### config.mk
export PLATFORM = sky130hd
export DESIGN_NAME = nrm_merge
export DESIGN_NICKNAME = d
export VERILOG_FILES = /design/src/nrm_pkg.sv /design/src/nrm_merge.sv
export SDC_FILE = /design/constraint.sdc
export NUM_CORES = 1
export LEC_CHECK = 0
export BUFFER_PORTS_ARGS = -buffer_cell sky130_fd_sc_hd__buf_2
export CAP_MARGIN = 5
export CORE_MARGIN = 2
export CORE_UTILIZATION = 45
export DETAILED_ROUTE_END_ITERATION = 8
export GPL_ROUTABILITY_DRIVEN = 0
export PLACE_DENSITY = 0.76
export SLEW_MARGIN = 10
export SYNTH_ARGS = -nofsm -noshare
export SYNTH_HDL_FRONTEND = slang
export SYNTH_SLANG_ARGS = --single-unit
### constraint.sdc
create_clock -name vclk -period 15.1
set_clock_uncertainty 0.15 [all_clocks]
set_input_delay 1.51 -clock vclk [all_inputs]
set_output_delay 1.51 -clock vclk [all_outputs]
set_load 0.05 [all_outputs]
### src/nrm_pkg.sv
// Types and constants of the next reaction method step core.
// Used by the lanes, the merge stage, the top level and the checker.
`default_nettype none
package nrm_pkg;

    localparam int NUM_SPECIES = 7;
    localparam int NUM_RXN     = 5;
    localparam int COUNT_W     = 16;
    localparam int TIME_W      = 32;
    localparam int PROP_W      = 48;
    localparam int TIME_FRAC   = 24;
    localparam int LOG_BITS    = 28;
    localparam int NUM_W       = 80;

    localparam logic [TIME_W-1:0] NEVER   = '1;
    localparam logic [29:0]       LN2_Q30 = 30'd744261118;

    // Request commands.
    localparam logic [1:0] CMD_LOAD = 2'd0;
    localparam logic [1:0] CMD_INIT = 2'd1;
    localparam logic [1:0] CMD_FIRE = 2'd2;

    // Configuration register indexes.
    localparam logic CFG_RATE = 1'b0;
    localparam logic CFG_END  = 1'b1;

    localparam logic [2:0] NO_SPECIES = 3'd7;

    // Reactants of each reaction.
    localparam logic [2:0] REACT_A [NUM_RXN] = '{3'd0, 3'd1, 3'd3, 3'd5, 3'd4};
    localparam logic [2:0] REACT_B [NUM_RXN] = '{3'd1, 3'd2, 3'd4, 3'd7, 3'd6};

    // Reactions whose propensity changes when a reaction fires.
    localparam logic [NUM_RXN-1:0] AFFECTS [NUM_RXN] =
        '{5'h03, 5'h07, 5'h0C, 5'h1C, 5'h15};

    // Species consumed and produced by each reaction, bit i is species i.
    localparam logic [NUM_SPECIES-1:0] DEC_MASK [NUM_RXN] =
        '{7'b0000011, 7'b0000110, 7'b0001000, 7'b0100000, 7'b1010000};
    localparam logic [NUM_SPECIES-1:0] INC_MASK [NUM_RXN] =
        '{7'b0000100, 7'b0001000, 7'b0100000, 7'b1001000, 7'b0000001};

    typedef struct packed {
        logic [1:0]  command;
        logic [2:0]  species_index;
        logic [15:0] count_value;
        logic [31:0] uniform_r1;
        logic [31:0] uniform_r2;
        logic [31:0] uniform_r3;
        logic [31:0] uniform_r4;
        logic [31:0] uniform_r5;
    } t_req;

    typedef struct packed {
        logic [2:0]  fired_reaction;
        logic [31:0] event_time;
        logic        finished;
        logic [15:0] count_a;
        logic [15:0] count_b;
        logic [15:0] count_c;
        logic [15:0] count_d;
        logic [15:0] count_e;
        logic [15:0] count_f;
        logic [15:0] count_g;
    } t_rsp;

    // Command from the sequencer to one lane.
    typedef struct packed {
        logic              start;
        logic              draw;
        logic [31:0]       u;
        logic [TIME_W-1:0] cur;
    } t_lane_ctl;

    // Status of one lane.
    typedef struct packed {
        logic              busy;
        logic [TIME_W-1:0] rtime;
    } t_lane_sts;

    // What the merge stage found.
    typedef struct packed {
        logic [2:0]        mu;
        logic [TIME_W-1:0] t_min;
        logic              fire_ok;
    } t_merge;

    typedef logic [NUM_RXN-1:0][TIME_W-1:0] t_time_arr;

    typedef enum logic [2:0] {
        S_IDLE, S_COUNT, S_START, S_WAIT, S_FINISH
    } t_top_state;

    typedef enum logic [3:0] {
        L_IDLE, L_PROP1, L_PROP2, L_DECIDE, L_NORM, L_SQ, L_LN, L_MUL, L_DIV, L_ADD
    } t_lane_state;

endpackage
`default_nettype wire

### src/nrm_merge.sv
// Merge stage: earliest putative time over all lanes, lowest index on ties.
// Depends on nrm_pkg.
`default_nettype none
module nrm_merge (
    input  nrm_pkg::t_time_arr i_times,
    input  wire [31:0]         i_end_time,
    output nrm_pkg::t_merge    o_merge
);
    import nrm_pkg::*;

    logic [2:0]        best;
    logic [TIME_W-1:0] best_t;

    // Scan the five lanes; strict compare keeps the lowest index.
    always_comb begin
        best   = 3'd0;
        best_t = i_times[0];
        for (int i = 1; i < NUM_RXN; i++) begin
            if (i_times[i] < best_t) begin
                best   = 3'(i);
                best_t = i_times[i];
            end
        end
    end

    always_comb begin
        o_merge.mu      = best;
        o_merge.t_min   = best_t;
        o_merge.fire_ok = (best_t != NEVER) && (best_t < i_end_time);
    end

endmodule
`default_nettype wire

; ---- After elaboration in Yosys (flattened, before gate mapping)
; Cells that the tools add are included.
[classes]
add_sub_neg = 0
mul = 0
n_div = 0
magnitude_cmp = 5
eq_ne = 1
n_shift = 0
muxes = 8
bitwise = 0
reduce_logical = 1
[op_table]
columns = cell, count
row1 = $lt 32x32->1, 5
row2 = $mux 32, 4
row3 = $ne 32x32->1 const B, 1
row4 = $mux 3, 3
row5 = $logic_and 1x1->1, 1
row6 = $mux 1, 1
[word_totals]
reg_bits = 0
latchBits = 0
ramBits = 0
rom_bits = 0
inputBits = 192
elab_cells = 15
mem_count = 0

; ---- Logic depth before layout (Yosys ltp)
; Gate-level depths: netlist (run 1).
[depth]
depth_word = 10
ltp_mapped = 73
mapped_depth_nobuf = 64

; ---- Least setup slack after synthesis (run 1)
; Ideal clock, no wire load.
[synth_path]
kind = input to output
startpoint = input i_times[30] (netlist bit)
endpoint = output o_merge[0] (netlist bit)
t_arrival_ps = 15089
path_slack_ps = -1649
path_stages = 71
path_buffers = 9
cell_sequence = inv_1 -> ha_1 -> nand4_2 -> or4_1 -> or4_1 -> o22ai_1 -> nor2_1 -> clkbuf_1 -> clkbuf_1 -> clkbuf_1 -> a21oi_1 -> ha_1 -> a21o_1 -> a21o_1 -> a211oi_1 -> o21bai_1 -> a21oi_1 -> o2111ai_1 -> (+35 left out) -> or2_1 -> buf_6 -> o21ai_0 -> ha_1 -> a21o_1 -> a21o_1 -> a21o_1 -> a21o_1 -> a21o_1 -> a21oi_1 -> nor2b_1 -> o21ai_0 -> nand2_1 -> a21o_1 -> a211oi_1 -> and3_1 -> o31ai_1 -> o22ai_1
[synth_lines]
columns = item, line_no
row1 = "start, declared", nrm_merge.sv:5  ; input nrm_pkg::t_time_arr i_times,
row2 = "end, declared", nrm_merge.sv:7  ; output nrm_pkg::t_merge o_merge

==> flow_summary_export.csv, run 1 <==
group,metric,value,unit
outcome,status,"complete, no violations",
sta,finalHoldViolCount,0,
worst_setup_path,worstSetupStartpointType,"primary input",
sta,maxSlewViolCount,0,
worst_hold_path,hp-start,"i_times[151]",
pwr,vdd_drop_max,0.0525,mV
grt,first_global_vias,7151,
route,vias_per_cell,5.98,
worst_setup_path,crit_slowest_cell,"or4_4",
grt,antenna_found_initial,1,
floorplan,die_area,13800,µm²
pwr,leakagePower,4.32,nW
floorplan,io_pins,228,
final_layout,final_cell_mix,"buf_2, ha_1, inv_1, a21oi_1, nor2_1",
sta,fmax,0.0675,GHz
final_layout,nFillCells,1095,
final_layout,drive_gt1_frac,0.372,
job,maxCapViolations,0,
grt,grt_max_degree,38,
worst_hold_path,hold_path_class,"in -> out",
route,drcViolationCount,0,
final_layout,clockBufferCount,0,
floorplan,start_util,0.461,
route,drt_iter0_markers,784,
sta,setup_viol,0,
grt,grt_overflow_total,0,
route,firstDrtPassIters,6,
pwr,powerDensity,122,nW/µm²
clock_tree,cts_hold_buf,0,
sta,holdWs,3.35,ns
final_layout,layout_commonest_cell,"buf_2",
yosys,synth_area,5810,µm²
sta,relSlewSlack,0.567,
grt,grt_pass1_wl,34100,µm
worst_setup_path,cpPeakStageDelay,0.56,ns
route,ant_nets,0,
placement,hpwl,18900,µm
worst_setup_path,critPathLaunch,"i_times[25]",
yosys,ys_seq_area_frac,0,
yosys,ys_warn_count,0,
worst_setup_path,critPathKind,"in -> out",
floorplan,die_x,118,µm
sta,min_period_over_period,0.981,
worst_setup_path,worst_ep_arrival_time,13.16,ns
yosys,netlist_instances,859,
final_layout,ff_latch_area,0,µm²
sta,post-route-min-period,14.82,ns
floorplan,core,12600,µm²
final_layout,fin_util,0.654,
yosys,syn_nets,1202,
worst_setup_path,worstPathRequired,13.44,ns
yosys,synth_cell_type_count,58,
route,avgRoutedWirePerCell,18.2,µm
placement,numPortBuffers,228,
final_layout,area_growth,42.0,%
pwr,finalPower,0.00100,W
grt,grt_usage,0.294,
worst_setup_path,crit_path_end,"o_merge[0]",
final_layout,nets,1478,
floorplan,rows,41,
floorplan,die_h,118,µm
worst_setup_path,cp_common_cell,"a21o_1",
route,wl,23700,µm
worst_setup_path,crit_fanout,7,
sta,tightest_slew,0.634,ns
final_layout,seq_cells,0,
route,via_count,7816,
yosys,syn_avg_cell_area,6.77,µm²
worst_setup_path,end_kind,"primary output",
## area by class of cell
type,instances,area (µm²),area share
repair buffers,300,1890,0.229
well taps,172,215,0.0261
diodes,1,2.50,0.000303
multi-input cells,732,5770,0.699
inverters,101,379,0.0459
## per-stage QoR
| stage | setup slack [ns] | cell area, µm² | cells | TNS, ns |
|---|---|---|---|---|
| final | 0.281 | 8260 | 1306 | 0 |
| after CTS | 0.0498 | 7480 | 1268 | 0 |
| after floorplan | 0.00495 | 6020 | 859 | 0 |
| after global routing | -0.215 | 8260 | 1306 | -0.215 |
| after global placement | -0.0593 | 7450 | 1268 | -0.0593 |
| after detailed placement | -0.249 | 7450 | 1268 | -0.249 |
## power by group
| group | internal, W | leakage [nW] | total [W] | switching [W] |
|---|---|---|---|---|
| clock | 0.00000000000885 | 0.00000634 | 0.00000000000886 | 0 |
| sequential | 0 | 0 | 0 | 0 |
| combinational | 0.000375 | 4.32 | 0.00100 | 0.000630 |
| total | 0.000375 | 4.32 | 0.00100 | 0.000630 |
## synthesized netlist by cell type, drive strengths merged, types with 2 or more instances
cell type,n,area share
inv,101,0.065
o22ai,4,0.0043
o211ai,4,0.0052
nand3,9,0.0077
a31oi,2,0.0022
nand2b,9,0.0097
a221oi,3,0.0045
ha,151,0.32
o221ai,2,0.0030
nor3,5,0.0043
nor4b,2,0.0030
nand2,50,0.032
nor4,10,0.011
o2111ai,2,0.0030
and4,8,0.012
o21a,10,0.014
a31o,2,0.0030
or2,3,0.0032
a21oi,106,0.092
nor2b,11,0.012
a21o,41,0.053
a211o,3,0.0045
clkbuf,15,0.0097
and2,4,0.0047
or4,5,0.0065
buf,14,0.020
o31ai,3,0.0039
o21ai,109,0.11
nand3b,2,0.0026
a211oi,6,0.0077
and3,4,0.0043
nand4,50,0.055
a2111oi,5,0.0075
o211a,2,0.0034
mux2,2,0.0045
nor2,83,0.054
mux2i,8,0.016
## worst min path at each step
stage	endpoint	slack, ns	depth (start not counted)
final	o_merge[24]	3.35	4
after floorplan	o_merge[10]	3.13	2
after global placement	o_merge[2]	3.35	4
after global routing	o_merge[9]	3.37	4
after CTS	o_merge[31]	3.35	4
after detailed placement	o_merge[9]	3.35	4
## layer usage
| metal | part of all wire | vias up | GRT usage |
|---|---|---|---|
| met3 | 0.10 | 100 | 0.0446 |
| met1 | 0.40 | 3492 | 0.371 |
| met4 | 0.038 | 0 | 0.0761 |
| met5 | 0 | - | 0 |
| li1 | - | 3736 | - |
| met2 | 0.46 | 488 | 0.518 |
## kinds of logic (layout without fill, tap and decap cells)
kind of cell               count (synthesis)  after routing  share of synthesized area
muxes                                     10             10                     0.0204
AOI/OAI and AO/OA                        311            312                      0.335
and+or+nand+nor                          256            258                      0.223
other                                      0              1                          0
adders and majority gates                152            152                      0.327
buffers and inverters                    130            401                     0.0949
## what timing repair did
action / 4_1_cts / 5_1_grt
pin swaps: 0 / 35
setup buffers: 0 / 27
cloned: 0 / 10
resized for setup: 7 / 81
endpoints found under the setup margin: 1 / 1
## critical path, delay by kind of cell
kind / cells / cell delay [ns]
buffers and inverters: 9 / 1.36
adders and majority gates: 5 / 1.36
muxes: 1 / 0.20
and+or+nand+nor: 15 / 2.48
AOI/OAI and AO/OA: 36 / 6.22
(Power assumes the default switching activity.)
==> run 2, diff against run 1 <==
CORE_UTILIZATION = 47   (was 45)
PLACE_DENSITY = 0.79   (was 0.76)
==> flow_summary_export.csv, run 2 (synthesis results as in run 1) <==
group,metric,value,unit
worst_setup_path,critPathLaunch,"i_times[31]",
pwr,p_sw_frac,0.637,
final_layout,nFillCells,1030,
route,routed.top_layer,"met4",
route,wl,23600,µm
worst_setup_path,worst-path-buf-inv,6,
worst_setup_path,cpPeakStageDelay,0.57,ns
route,drcViolationCount,0,
route,avgRoutedWirePerCell,18.2,µm
worst_setup_path,crit_path_end,"o_merge[0]",
grt,grt_max_degree,39,
route,ant_nets,0,
worst_setup_path,crit_slowest_cell,"or4_4",
final_layout,final_cell_mix,"buf_2, ha_1, inv_1, a21oi_1, nor2_1",
grt,first_global_vias,6933,
placement,numPortBuffers,228,
pwr,internal_power,0.000360,W
worst_setup_path,path_delay_family,"compound AO/OA/AOI/OAI gates",
final_layout,area_growth,37.8,%
floorplan,die_x,115,µm
sta,fmax,0.0676,GHz
floorplan,die_area,13300,µm²
outcome,status,"complete, no violations",
sta,holdWs,3.34,ns
route,met1_length,9530,µm
pwr,vdd_drop_max,0.0702,mV
final_layout,layout_commonest_cell,"buf_2",
placement,hpwl,19200,µm
clock_tree,cts_hold_buf,0,
worst_setup_path,cp_num_cells,65,
grt,grt_usage,0.311,
worst_hold_path,hold_path_class,"in -> out",
grt,antenna_found_initial,1,
final_layout,multi_input_area,5670,µm²
grt,grt_pass1_wl,33300,µm
floorplan,die_h,115,µm
floorplan,start_util,0.482,
grt,grt_overflow_total,0,
sta,setup_viol,0,
worst_setup_path,worstSetupStartpointType,"primary input",
worst_setup_path,critPathKind,"in -> out",
sta,min_period_over_period,0.980,
sta,finalHoldViolCount,0,
route,vias_per_cell,6.12,
route,wl_met2,10600,µm
sta,tightest_slew,0.587,ns
sta,fin_tns_setup,0,ns
worst_setup_path,cp_common_cell,"a21o_1",
pwr,leakagePower,4.25,nW
worst_setup_path,end_kind,"primary output",
final_layout,fin_util,0.664,
pwr,p_seq_frac,0,
sta,relSlewSlack,0.599,
floorplan,core,12100,µm²
route,firstDrtPassIters,6,
floorplan,io_pins,228,
worst_setup_path,worstPathRequired,13.44,ns
final_layout,nets,1470,
final_layout,drive_gt1_frac,0.355,
sta,maxSlewViolCount,0,
worst_hold_path,hold_depth,4,
worst_setup_path,worst_ep_arrival_time,13.14,ns
route,via_count,7920,
job,maxCapViolations,0,
final_layout,clockBufferCount,0,
route,met3_length,2520,µm
pwr,combPwrFrac,1.000,
final_layout,ff_latch_area,0,µm²
sta,post-route-min-period,14.80,ns
floorplan,rows,40,
route,drt_iter0_markers,887,
pwr,switching_power,0.000631,W
pwr,powerDensity,124,nW/µm²
pwr,clockPowerShare,0,
worst_setup_path,crit_fanout,19,
final_layout,seq_cells,0,
## run 2: cell types whose count changed in the layout (fill, tap and decap cells not counted), sizes merged
cell	before	now
clkbuf	7	4
nor2	85	84
buf	293	288
o21a	10	11
## run 2: power groups by stage
stage	clock network, W	logic [W]	registers [W]
5_1_grt	0	0.00106	0
3_3_place_gp	0	0.000873	0
4_1_cts	0	0.000892	0
2_1_floorplan	0	0.000664	0
6_report	0.00000000000886	0.000992	0
3_5_place_dp	0	0.000885	0
## run 2: through the flow
stage               total power [W]  std cells  setup slack [ns]  instance area [µm²]
floorplan                  0.000664        859           0.00495                 6020
global placement           0.000873       1260             0.118                 7420
detailed placement         0.000885       1260            -0.242                 7420
CTS                        0.000892       1260            0.0426                 7440
global route                0.00106       1293            -0.229                 8010
finish                     0.000992       1294             0.303                 8010
## run 2: worst min-delay path by stage
stage             endpoint  slack (ns)          from
2_1_floorplan  o_merge[10]        3.13  i_times[137]
3_3_place_gp    o_merge[1]        3.34  i_times[128]
3_5_place_dp    o_merge[1]        3.34  i_times[128]
4_1_cts         o_merge[1]        3.34  i_times[128]
5_1_grt         o_merge[1]        3.36  i_times[128]
6_report        o_merge[1]        3.34  i_times[128]
## run 2: repair_timing
item                       CTS  global route
pin swaps                    0            18
setup endpoints to repair    1             1
buffers inserted             0            25
gates cloned                 0             8
hold endpoints to repair     0             0
resized for setup            5            60
## run 2: routing by layer
metal	up-vias	GRT usage
li1	3737	-
met4	0	0.0924
met5	-	0
met2	529	0.534
met1	3556	0.399
met3	98	0.0496
## run 2: worst min-delay path, cell delays in order
cell     delay (ns)
buf_2          0.12
nand2_1        0.05
o31ai_1        0.08
buf_2          0.22
## run 2: final cells by class
class,count,share of cell area
repair buffers,292,0.219
multi-input cells,732,0.708
well taps,168,0.0262
inverters,101,0.0473
diodes,1,0.000312
